File: config.mk
export PLATFORM = sky130hd
export DESIGN_NAME = eeg_frame_sync_deframer_core
export DESIGN_NICKNAME = d
export VERILOG_FILES = /design/src/sv/efsd_pkg.sv /design/src/sv/eeg_frame_sync_deframer_core.sv /design/src/sv/efsd_parser.sv /design/src/sv/efsd_scale.sv
export SDC_FILE = /design/constraint.sdc
export NUM_CORES = 2
export LEC_CHECK = 0
export BUFFER_PORTS_ARGS = -buffer_cell sky130_fd_sc_hd__buf_2
export CORE_ASPECT_RATIO = 0.7
export CORE_MARGIN = 8
export CORE_UTILIZATION = 40
export DETAILED_ROUTE_END_ITERATION = 12
export GPL_TIMING_DRIVEN = 0
export SLEW_MARGIN = 20
export SYNTH_ARGS = -nofsm -noshare
export SYNTH_HDL_FRONTEND = slang
export SYNTH_SLANG_ARGS = --single-unit
export TNS_END_PERCENT = 20
File: constraint.sdc
create_clock -name i_clk -period 8.91 [get_ports i_clk]
set_clock_uncertainty 0.05 [all_clocks]
set_input_delay 0.891 -clock i_clk [delete_from_list [all_inputs] [get_ports i_clk]]
set_output_delay 0.891 -clock i_clk [all_outputs]
set_load 0.01 [all_outputs]
File: src/sv/efsd_pkg.sv
// Package for the frame sync deframer: widths, sync constants and the
// sample record handed from the byte parser to the scaling stage.
// No dependencies.
`default_nettype none

package efsd_pkg;

    localparam int CHANNELS   = 8;
    localparam int CHAN_POS_W = $clog2(CHANNELS + 1);
    localparam int CHAN_IDX_W = 3;
    localparam int RAW_W      = 24;
    localparam int SCALE_W    = 32;
    localparam int UV_W       = 48;
    localparam int PROD_W     = RAW_W + SCALE_W + 1;
    localparam int FRAC_DROP  = 8;
    localparam int OUT_DATA_W = 80;

    localparam logic [7:0]        SYNC_BYTE   = 8'd192;
    localparam logic [7:0]        ZERO_BYTE   = 8'd0;
    localparam logic [SCALE_W-1:0] SCALE_RESET = 32'd450000;

    typedef struct packed {
        logic signed [RAW_W-1:0]      raw;
        logic        [CHAN_IDX_W-1:0] chan;
        logic                         last;
    } t_sample;

endpackage

`default_nettype wire

File: src/sv/eeg_frame_sync_deframer_core.sv
// Frame sync deframer top level: streaming ports, scale register, parser and scaler.
// Depends on efsd_pkg, efsd_parser and efsd_scale.
//
// Usage:
//   The slave stream takes one received byte per item on i_s_tdata. The parser
//   hunts for the sync pattern 192, 0, 0, then gathers CHANNELS big-endian
//   3-byte samples. A wrong second or third sync byte holds the parser in that
//   sync state until a zero byte arrives.
//   Every third data byte yields one item on the master stream: raw sample,
//   scaled microvolts (Q.16), channel index, and tlast on the frame's final
//   channel. After the final channel the parser returns to the hunt.
//   A result item loads into the sample register at the edge that accepts its
//   last byte; the multiply result lands in the output register when it is free.
//   Throughput: one byte per cycle while the sample register is empty or can
//   advance, with each byte handled combinationally by the parser and the one
//   24x33 multiply between the sample and output registers.
//   Stall: when the receiver drops i_m_tready the output register and sample
//   register hold; bytes are still taken until the sample register is full.
//   Reset (synchronous, active low) returns to the hunt, empties both stages
//   and loads the scale register with 450000.
//   The scale register is written through the cfg channel, always ready;
//   write it only while no item is in flight.
`default_nettype none

module eeg_frame_sync_deframer_core
    import efsd_pkg::*;
(
    input  wire logic                  i_clk,
    input  wire logic                  i_rst_n,
    // config write channel: scale_factor, unsigned Q8.24
    input  wire logic                  i_cfg_valid,
    output logic                       o_cfg_ready,
    input  wire logic [SCALE_W-1:0]    i_cfg_data,
    // slave stream
    input  wire logic                  i_s_tvalid,
    output logic                       o_s_tready,
    input  wire logic [7:0]            i_s_tdata,   // [7:0] data_byte
    // master stream
    output logic                       o_m_tvalid,
    input  wire logic                  i_m_tready,
    output logic [OUT_DATA_W-1:0]      o_m_tdata,   // [23:0] raw_sample,
                                                    // [71:24] microvolts_q16,
                                                    // [74:72] channel_index, zero above
    output logic                       o_m_tlast    // final_channel
);

    logic [SCALE_W-1:0]    r_scale;
    logic                  accept;
    logic                  s1_valid;
    t_sample               s1_sample;
    logic                  out_valid;
    logic                  out_free;
    logic                  advance;
    logic signed [RAW_W-1:0] raw;
    logic signed [UV_W-1:0]  uv;
    logic [CHAN_IDX_W-1:0] chan;
    logic                  last;

    // scale register
    assign o_cfg_ready = 1'b1;

    always_ff @(posedge i_clk) begin
        if (!i_rst_n) begin
            r_scale <= SCALE_RESET;
        end else if (i_cfg_valid) begin
            r_scale <= i_cfg_data;
        end
    end

    // pipeline flow: output register frees when empty or taken,
    // sample register advances into it when free
    assign out_free   = !out_valid || i_m_tready;
    assign advance    = s1_valid && out_free;
    assign o_s_tready = !s1_valid || out_free;
    assign accept     = i_s_tvalid && o_s_tready;

    efsd_parser u_parser (
        .i_clk     (i_clk),
        .i_rst_n   (i_rst_n),
        .i_accept  (accept),
        .i_byte    (i_s_tdata),
        .i_advance (advance),
        .o_valid   (s1_valid),
        .o_sample  (s1_sample)
    );

    efsd_scale u_scale (
        .i_clk       (i_clk),
        .i_rst_n     (i_rst_n),
        .i_advance   (advance),
        .i_sample    (s1_sample),
        .i_scale     (r_scale),
        .i_out_ready (i_m_tready),
        .o_valid     (out_valid),
        .o_raw       (raw),
        .o_uv        (uv),
        .o_chan      (chan),
        .o_last      (last)
    );

    assign o_m_tvalid = out_valid;
    assign o_m_tdata  = {{(OUT_DATA_W - CHAN_IDX_W - UV_W - RAW_W){1'b0}}, chan, uv, raw};
    assign o_m_tlast  = last;

endmodule

`default_nettype wire

File: src/sv/efsd_parser.sv
// Byte parser: sync hunt, big-endian 3-byte gathering and the sample register.
// Depends on efsd_pkg.
`default_nettype none

module efsd_parser
    import efsd_pkg::*;
(
    input  wire logic       i_clk,
    input  wire logic       i_rst_n,
    input  wire logic       i_accept,
    input  wire logic [7:0] i_byte,
    input  wire logic       i_advance,
    output logic            o_valid,
    output t_sample         o_sample
);

    typedef enum logic [1:0] {
        ST_HUNT  = 2'd0,
        ST_SYNC2 = 2'd1,
        ST_SYNC3 = 2'd2,
        ST_DATA  = 2'd3
    } t_state;

    t_state                r_state, n_state;
    logic [1:0]            r_byte_pos, n_byte_pos;
    logic [CHAN_POS_W-1:0] r_chan_pos, n_chan_pos;
    logic [15:0]           r_held, n_held;
    logic                  emit;
    t_sample               smp;
    logic                  r_valid;
    t_sample               r_sample;

    always_comb begin
        n_state    = r_state;
        n_byte_pos = r_byte_pos;
        n_chan_pos = r_chan_pos;
        n_held     = r_held;
        emit       = 1'b0;
        smp.raw    = $signed({r_held, i_byte});
        smp.chan   = r_chan_pos[CHAN_IDX_W-1:0];
        smp.last   = (r_chan_pos == CHAN_POS_W'(CHANNELS - 1));
        case (r_state)
            ST_HUNT: begin
                if (i_byte == SYNC_BYTE) n_state = ST_SYNC2;
            end
            ST_SYNC2: begin
                if (i_byte == ZERO_BYTE) n_state = ST_SYNC3;
            end
            ST_SYNC3: begin
                if (i_byte == ZERO_BYTE) n_state = ST_DATA;
                n_byte_pos = '0;
                n_chan_pos = '0;
            end
            ST_DATA: begin
                if (r_chan_pos < CHAN_POS_W'(CHANNELS)) begin
                    if (r_byte_pos < 2'd2) begin
                        n_held     = {r_held[7:0], i_byte};
                        n_byte_pos = r_byte_pos + 2'd1;
                    end else begin
                        emit       = 1'b1;
                        n_byte_pos = '0;
                        n_chan_pos = r_chan_pos + CHAN_POS_W'(1);
                    end
                end
                // return to the hunt once the frame is complete
                if (n_chan_pos >= CHAN_POS_W'(CHANNELS)) n_state = ST_HUNT;
            end
            default: n_state = ST_HUNT;
        endcase
    end

    always_ff @(posedge i_clk) begin
        if (!i_rst_n) begin
            r_state    <= ST_HUNT;
            r_byte_pos <= '0;
            r_chan_pos <= '0;
            r_held     <= '0;
            r_valid    <= 1'b0;
        end else begin
            if (i_accept) begin
                r_state    <= n_state;
                r_byte_pos <= n_byte_pos;
                r_chan_pos <= n_chan_pos;
                r_held     <= n_held;
            end
            if (i_accept && emit) begin
                r_valid <= 1'b1;
            end else if (i_advance) begin
                r_valid <= 1'b0;
            end
        end
    end

    always_ff @(posedge i_clk) begin
        if (i_accept && emit) r_sample <= smp;
    end

    assign o_valid  = r_valid;
    assign o_sample = r_sample;

endmodule

`default_nettype wire

File: src/sv/efsd_scale.sv
// Scaling stage and output register: raw sample times Q8.24 scale, floor shift by 8.
// Depends on efsd_pkg.
`default_nettype none

module efsd_scale
    import efsd_pkg::*;
(
    input  wire logic               i_clk,
    input  wire logic               i_rst_n,
    input  wire logic               i_advance,
    input  wire t_sample            i_sample,
    input  wire logic [SCALE_W-1:0] i_scale,
    input  wire logic               i_out_ready,
    output logic                    o_valid,
    output logic signed [RAW_W-1:0] o_raw,
    output logic signed [UV_W-1:0]  o_uv,
    output logic [CHAN_IDX_W-1:0]   o_chan,
    output logic                    o_last
);

    logic signed [PROD_W-1:0] prod;
    logic                     r_valid;
    t_sample                  r_sample;
    logic signed [UV_W-1:0]   r_uv;

    // scale is unsigned: widen with a zero sign bit
    assign prod = PROD_W'(i_sample.raw) * $signed({1'b0, i_scale});

    always_ff @(posedge i_clk) begin
        if (!i_rst_n) begin
            r_valid <= 1'b0;
        end else if (i_advance) begin
            r_valid <= 1'b1;
        end else if (i_out_ready) begin
            r_valid <= 1'b0;
        end
    end

    always_ff @(posedge i_clk) begin
        if (i_advance) begin
            r_sample <= i_sample;
            r_uv     <= prod[FRAC_DROP +: UV_W];
        end
    end

    assign o_valid = r_valid;
    assign o_raw   = r_sample.raw;
    assign o_uv    = r_uv;
    assign o_chan  = r_sample.chan;
    assign o_last  = r_sample.last;

endmodule

`default_nettype wire
### After elaboration in Yosys (flattened, before gate mapping)

Index checks and enable logic that the tools add are counted.

* bits in registers: 162
* input bits: 45
* word-level logic and storage cells: 65
* output and inout port bits: 84

* reductions and logical operators: 16
* add/sub/neg operators: 2
* equality and inequality tests: 10
* mux-type cells: 19
* magnitude comparators: 3
* multipliers: 1

Operators by type and width (number)
* multiplier 24 x 33 -> 56 bit: 1
* two-way mux 2 bit: 6
* two-way mux 4 bit: 3
* != test 2 x 1 -> 1 bit, second input constant: 5
* equality test 8 bit, second input constant: 1
* logical NOT 8 bit: 1
* one-hot mux 2 bit (4 select lines): 1
* one-hot mux 4 bit (2 select lines): 1
* two-way mux 1 bit: 7
* nonzero test 2 bit: 3
* AND reduction 5 bit: 1
* adder 4 x 1 -> 4 bit, second input constant: 1
* equality test 2 bit, second input constant: 2
* equality test 4 x 3 -> 1 bit, second input constant: 1
* greater-or-equal comparator 4 bit, second input constant: 1
* < comparator 4 bit, second input constant: 1
* one-hot mux 2 bit (2 select lines): 1
* AND reduction 4 bit: 1
* logical AND 1 bit: 3
* AND reduction 3 bit: 1
* adder 2 x 1 -> 2 bit, second input constant: 1
* equality test 2 x 1 -> 1 bit, second input constant: 1
* logical NOT 1 bit: 2
* logical NOT 2 bit: 1
* other kinds (3): 4

### Depth between registers and ports, before layout

* depth in word-level cells: 7
* gate-level depth with buffers: 27
* depth with buffers taken out: 25

### By module

Synthesis repeated with hierarchy kept, for this count alone.

* cell total of the unflattened synthesis: 3155
* area total of the unflattened synthesis: 30456.7 um^2

By module, submodules not included
* efsd_scale: sequential area each 2302.2 um^2, area each 27158.5 um^2, instances 1, cells each 2881
* efsd_parser: sequential area each 1341.3 um^2, area each 2013.2 um^2, instances 1, cells each 159
* eeg_frame_sync_deframer_core: sequential area each 640.6 um^2, area each 1285.0 um^2, instances 1, cells each 115

### Worst setup path after synthesis

OpenSTA, ideal clock, no wires.

* path type: reg2reg
* from: reg u_parser.r_sample, in the netlist u_parser.o_sample[13]
* to: reg u_scale.r_uv[46], in the netlist u_scale.o_uv[46], data pin
* path buffers: 2
* arrival time: 6.534 ns
* setup slack: 2.068 ns
* data required time: 8.602 ns
* setup time: 0.258 ns
* cell stages (with the launch flop): 26
* period minus slack after synthesis: 6.842 ns
* cells stage by stage: edfxtp_1 clkbuf_1 nand2_1 fa_1 inv_1 fa_1 inv_1 fa_1 fa_1 inv_1 fa_1 fa_1 inv_1 fa_1 inv_1 ha_1 buf_2 and3_1 nand4_1 or3_1 a211o_1 o311a_1 a21oi_1 a21bo_2 a21oi_1 xnor2_1

* cells in the longest elaborated chain, start to end: 1

RTL lines
* from (decl): RTL line efsd_parser.sv:31 `t_sample r_sample;`
* from (signal assigned): RTL line efsd_parser.sv:95 `if (i_accept && emit) r_sample <= smp;`
* multiplier 24 x 33 -> 56 bit: RTL line efsd_scale.sv:27 `assign prod = PROD_W'(i_sample.raw) * $signed({1'b0, i_scale});`
* named net u_scale.prod[54]: RTL line efsd_scale.sv:21 `logic signed [PROD_W-1:0] prod;`
* to (signal assigned): RTL line efsd_scale.sv:42 `r_uv <= prod[FRAC_DROP +: UV_W];`
* to (decl): RTL line efsd_scale.sv:24 `logic signed [UV_W-1:0] r_uv;`

The timed path passes the listed nets, and every way through them passes these cells.
A chain may end at the register's enable or synchronous reset.

### Worst setup path after layout

* from: reg u_parser.r_sample, in the netlist u_parser.o_sample[12]
* to: reg u_scale.r_uv[26], in the netlist u_scale.o_uv[26], data pin

The elaborated chain is that of the path after synthesis.

==> run metrics <==
total routed wirelength=slightly below 100000 um; R2R Path Start=u_parser.o_sample[12]$_DFFE_PP_; Setup Buffers After CTS=0; mux cell area share after synthesis=between 1 and 1.5%; hold depth=0; register area share after synthesis=14.1%; Post-route DRC=0; most frequent cells in the layout=inv_1, fa_1, nand2_1; number of distinct library cells after synthesis=68; CTS resizes=0; power per cell area=165 nW/um^2; number of DRC violations after detailed-routing iteration 0=1848; RSZ-0062 raised after global routing=true; Inst Count DP=4312; Synth Cell Area=30500 um^2; relative slew slack=26.7%; fin nets=4257; Core Area=~75000 um^2; FMAX=113 MHz; Layout Utilization=44.0%; CP Launch Type=register; Hold Crit Start=u_parser.o_sample[3]$_DFFE_PP_; Vias=22152; Worst Path Required=9090 ps; post-route design area=33100 um^2; vias in the first global route=around 23000; GR Layer Usage met3=under 10%; hold_buf cts=0; placed inst area=32500 um^2; HP Class=register to register; Starting Density=40.5%; layout cells sized above 1=about 5.8%; worst reg-to-reg path cell count=24; antenna viol nets, final=0; antenna violations before repair=11; Max Slew Vio Count=0; period utilization=99.4%; Tmin final=8860 ps; detailed placer's ending HPWL=83000 um; CTS H-tree lvls=4; PortBufs=roughly 120; synthesized-area fraction occupied by adder cells=between 50 and 60%; Root Buffer=clkbuf_16; grt ovf=0; LEAKAGE=between 15 and 20 nW; Die Area=85500 um^2; vias per inst=5.10; CP Data Arrival Time=between 9000 and 10000 ps; Placement Rows=84; Post-Synth XOR/XNOR Area=1.47%; Mapped Avg Cell Area=9.56 um^2; synthesis-to-finish area growth=8.50%; clock transition at the registers of the reported paths=80 ps; status=finished clean; Seq cells post-synth=162; Synth warnings=0; Final Non-Filler Cells=4347; first-pass GRT wire length=145000 um; predominant post-synthesis flop cell=edfxtp_1; crit end category=register; TritonCTS sink count=162; Synth Area in Compound Gates=4.08%; setup TNS=0 ps; die width=346 um; Hold Vio Cnt, Final=0; Critical Setup Path Class=register to register; Async S/R FF share, synth=0%; Mapped Cells=3189; Die Y=247 um; maximum clock path buffer count=2; commonest non-fill, non-tap cell in the layout=inv_1; number of fillers in the final layout=roughly 7400; gr busiest metal=met2; TritonCTS clock tree=built; Post-Synth Simple-Gate Area=16.3%; critical path peak fanout=10; met1 Usage GRT=between 30 and 40%; drt pass-1 iters=5; Overall Global Routing Usage=23.0%; final setup violating endpoints=0; clock buffer count from CTS=17; Final GP Congestion=approximately 1; Clock Latency Late Sink=about 480 ps; I/O pin count=~130; largest net degree at the start of global routing=28; crit path from=u_parser.o_sample[12]$_DFFE_PP_; main combinational cell family by area after synthesis=adder cells; met2 GRT Util=33.7%; slew of the pin with the lowest slew margin=1100 ps; Max Cap Viol=0; number of flops mapped to enable cells by yosys=104; Worst VDD drop=0.000334 V; wire per inst=between 20 and 25 um
==> layer usage <==
layer / vias to the layer above / routed length [um] / share of wire (%)
li1: 9729 / - / -
met1: 11232 / 40400 / 41
met2: 1003 / 41200 / 42
met3: 178 / 12200 / 12
met4: 10 / 3590 / 3.7
met5: - / 69 / 0.071
==> final cells by class <==
cell class / instances / area, um^2 / share of cell area [%]
timing repair buffer: 130 / 706 / 2.13
tap: 989 / 1240 / 3.74
antenna: 3 / 7.51 / 0.0227
clock buffer: 17 / 425 / 1.29
buffer: 178 / 701 / 2.12
inverter: 715 / 2680 / 8.11
sequential: 162 / 4280 / 13.0
clock inverter: 15 / 170 / 0.514
multi-input combinational: 2138 / 22900 / 69.1
==> registers in the layout, indices dropped and copies added (netlist names), 3 cells and up <==
name and flops:
r_scale 32, u_parser.r_held 16, u_scale.o_uv 48, u_parser.r_chan_pos 4, u_scale.o_raw 24, u_parser.o_sample 28, u_scale.o_chan 3
==> metrics by stage <==
| stage | hold slack (ps) | setup WS (ps) | power [mW] |
|---|---|---|---|
| after detailed placement | 361 | 55.1 | 4.63 |
| after floorplan | 350 | 2070 | 3.51 |
| after CTS | 379 | 12.7 | 5.42 |
| after global placement | 357 | 25.3 | 4.61 |
| final | 378 | 50.9 | 5.45 |
| after global routing | 386 | -29.0 | 5.88 |
==> critical path, stage by stage (launching register included) <==
cell and delay, ps:
edfxtp_1 590, clkbuf_1 830, and2_1 300, fa_1 450, fa_1 510, inv_1 50
fa_1 410, fa_1 530, fa_1 560, inv_1 50, fa_1 480, inv_1 50
fa_1 480, inv_1 50, ha_1 260, clkbuf_1 210, and3_1 240, o21a_1 160
a311oi_1 480, nand2_1 310, a31oi_1 610, nor3_1 170, nor4_1 460, o21ai_1 150
xor2_1 170
==> synthesized netlist by cell type, types with 3 or more instances <==
| library cell | instances | area, um^2 |
|---|---|---|
| inv_1 | 714 | 2680 |
| fa_1 | 657 | 13200 |
| nand2_1 | 431 | 1620 |
| and2_1 | 392 | 2450 |
| ha_1 | 213 | 2670 |
| clkbuf_1 | 166 | 623 |
| edfxtp_1 | 104 | 3120 |
| a21oi_1 | 75 | 375 |
| dfxtp_1 | 58 | 1160 |
| nor2_1 | 53 | 199 |
| mux2i_1 | 34 | 340 |
| xnor2_1 | 34 | 298 |
| nor2b_1 | 29 | 181 |
| o21ai_0 | 25 | 125 |
| a21o_1 | 21 | 158 |
| nand4_1 | 17 | 106 |
| xor2_1 | 17 | 149 |
| nand2b_1 | 13 | 81.3 |
| nand3_1 | 12 | 60.1 |
| nor3_1 | 12 | 60.1 |
| o21bai_1 | 11 | 82.6 |
| and3_1 | 8 | 50.1 |
| buf_4 | 6 | 45.0 |
| o21a_1 | 6 | 45.0 |
| a211oi_1 | 5 | 37.5 |
| a31oi_1 | 5 | 31.3 |
| nor4_1 | 5 | 31.3 |
| o21ai_1 | 5 | 25.0 |
| buf_1 | 4 | 15.0 |
| a22oi_1 | 3 | 22.5 |
| nor3b_1 | 3 | 22.5 |
| or3_1 | 3 | 18.8 |
| or4_1 | 3 | 22.5 |
==> where the power goes <==
group	internal, mW	switching, mW	leakage (nW)
sequential	0.947	0.0351	1.44
combinational	1.28	2.42	14.1
clock	0.375	0.389	0.285
==> worst paths after layout <==
check / endpoint / slack, ps
hold / removal: u_scale.o_chan[2]$_DFFE_PP_ / 380
hold reg to reg: u_scale.o_chan[2]$_DFFE_PP_ / 380
setup / recovery: u_scale.o_uv[26]$_DFFE_PP_ / 50
setup reg to reg: u_scale.o_uv[26]$_DFFE_PP_ / 50
==> logic make-up (layout without fill, tap and decap cells) <==
kind of cell,Yosys count,count (layout)
buffers and inverters,893,1055
xor gates and xnor gates,51,51
AOI/OAI and AO/OA,190,190
DFF,162,162
and+or+nand+nor,986,986
muxes,35,35
adders and majority gates,870,870
other,2,9
Note: power is estimated with default switching activity, not from simulation.
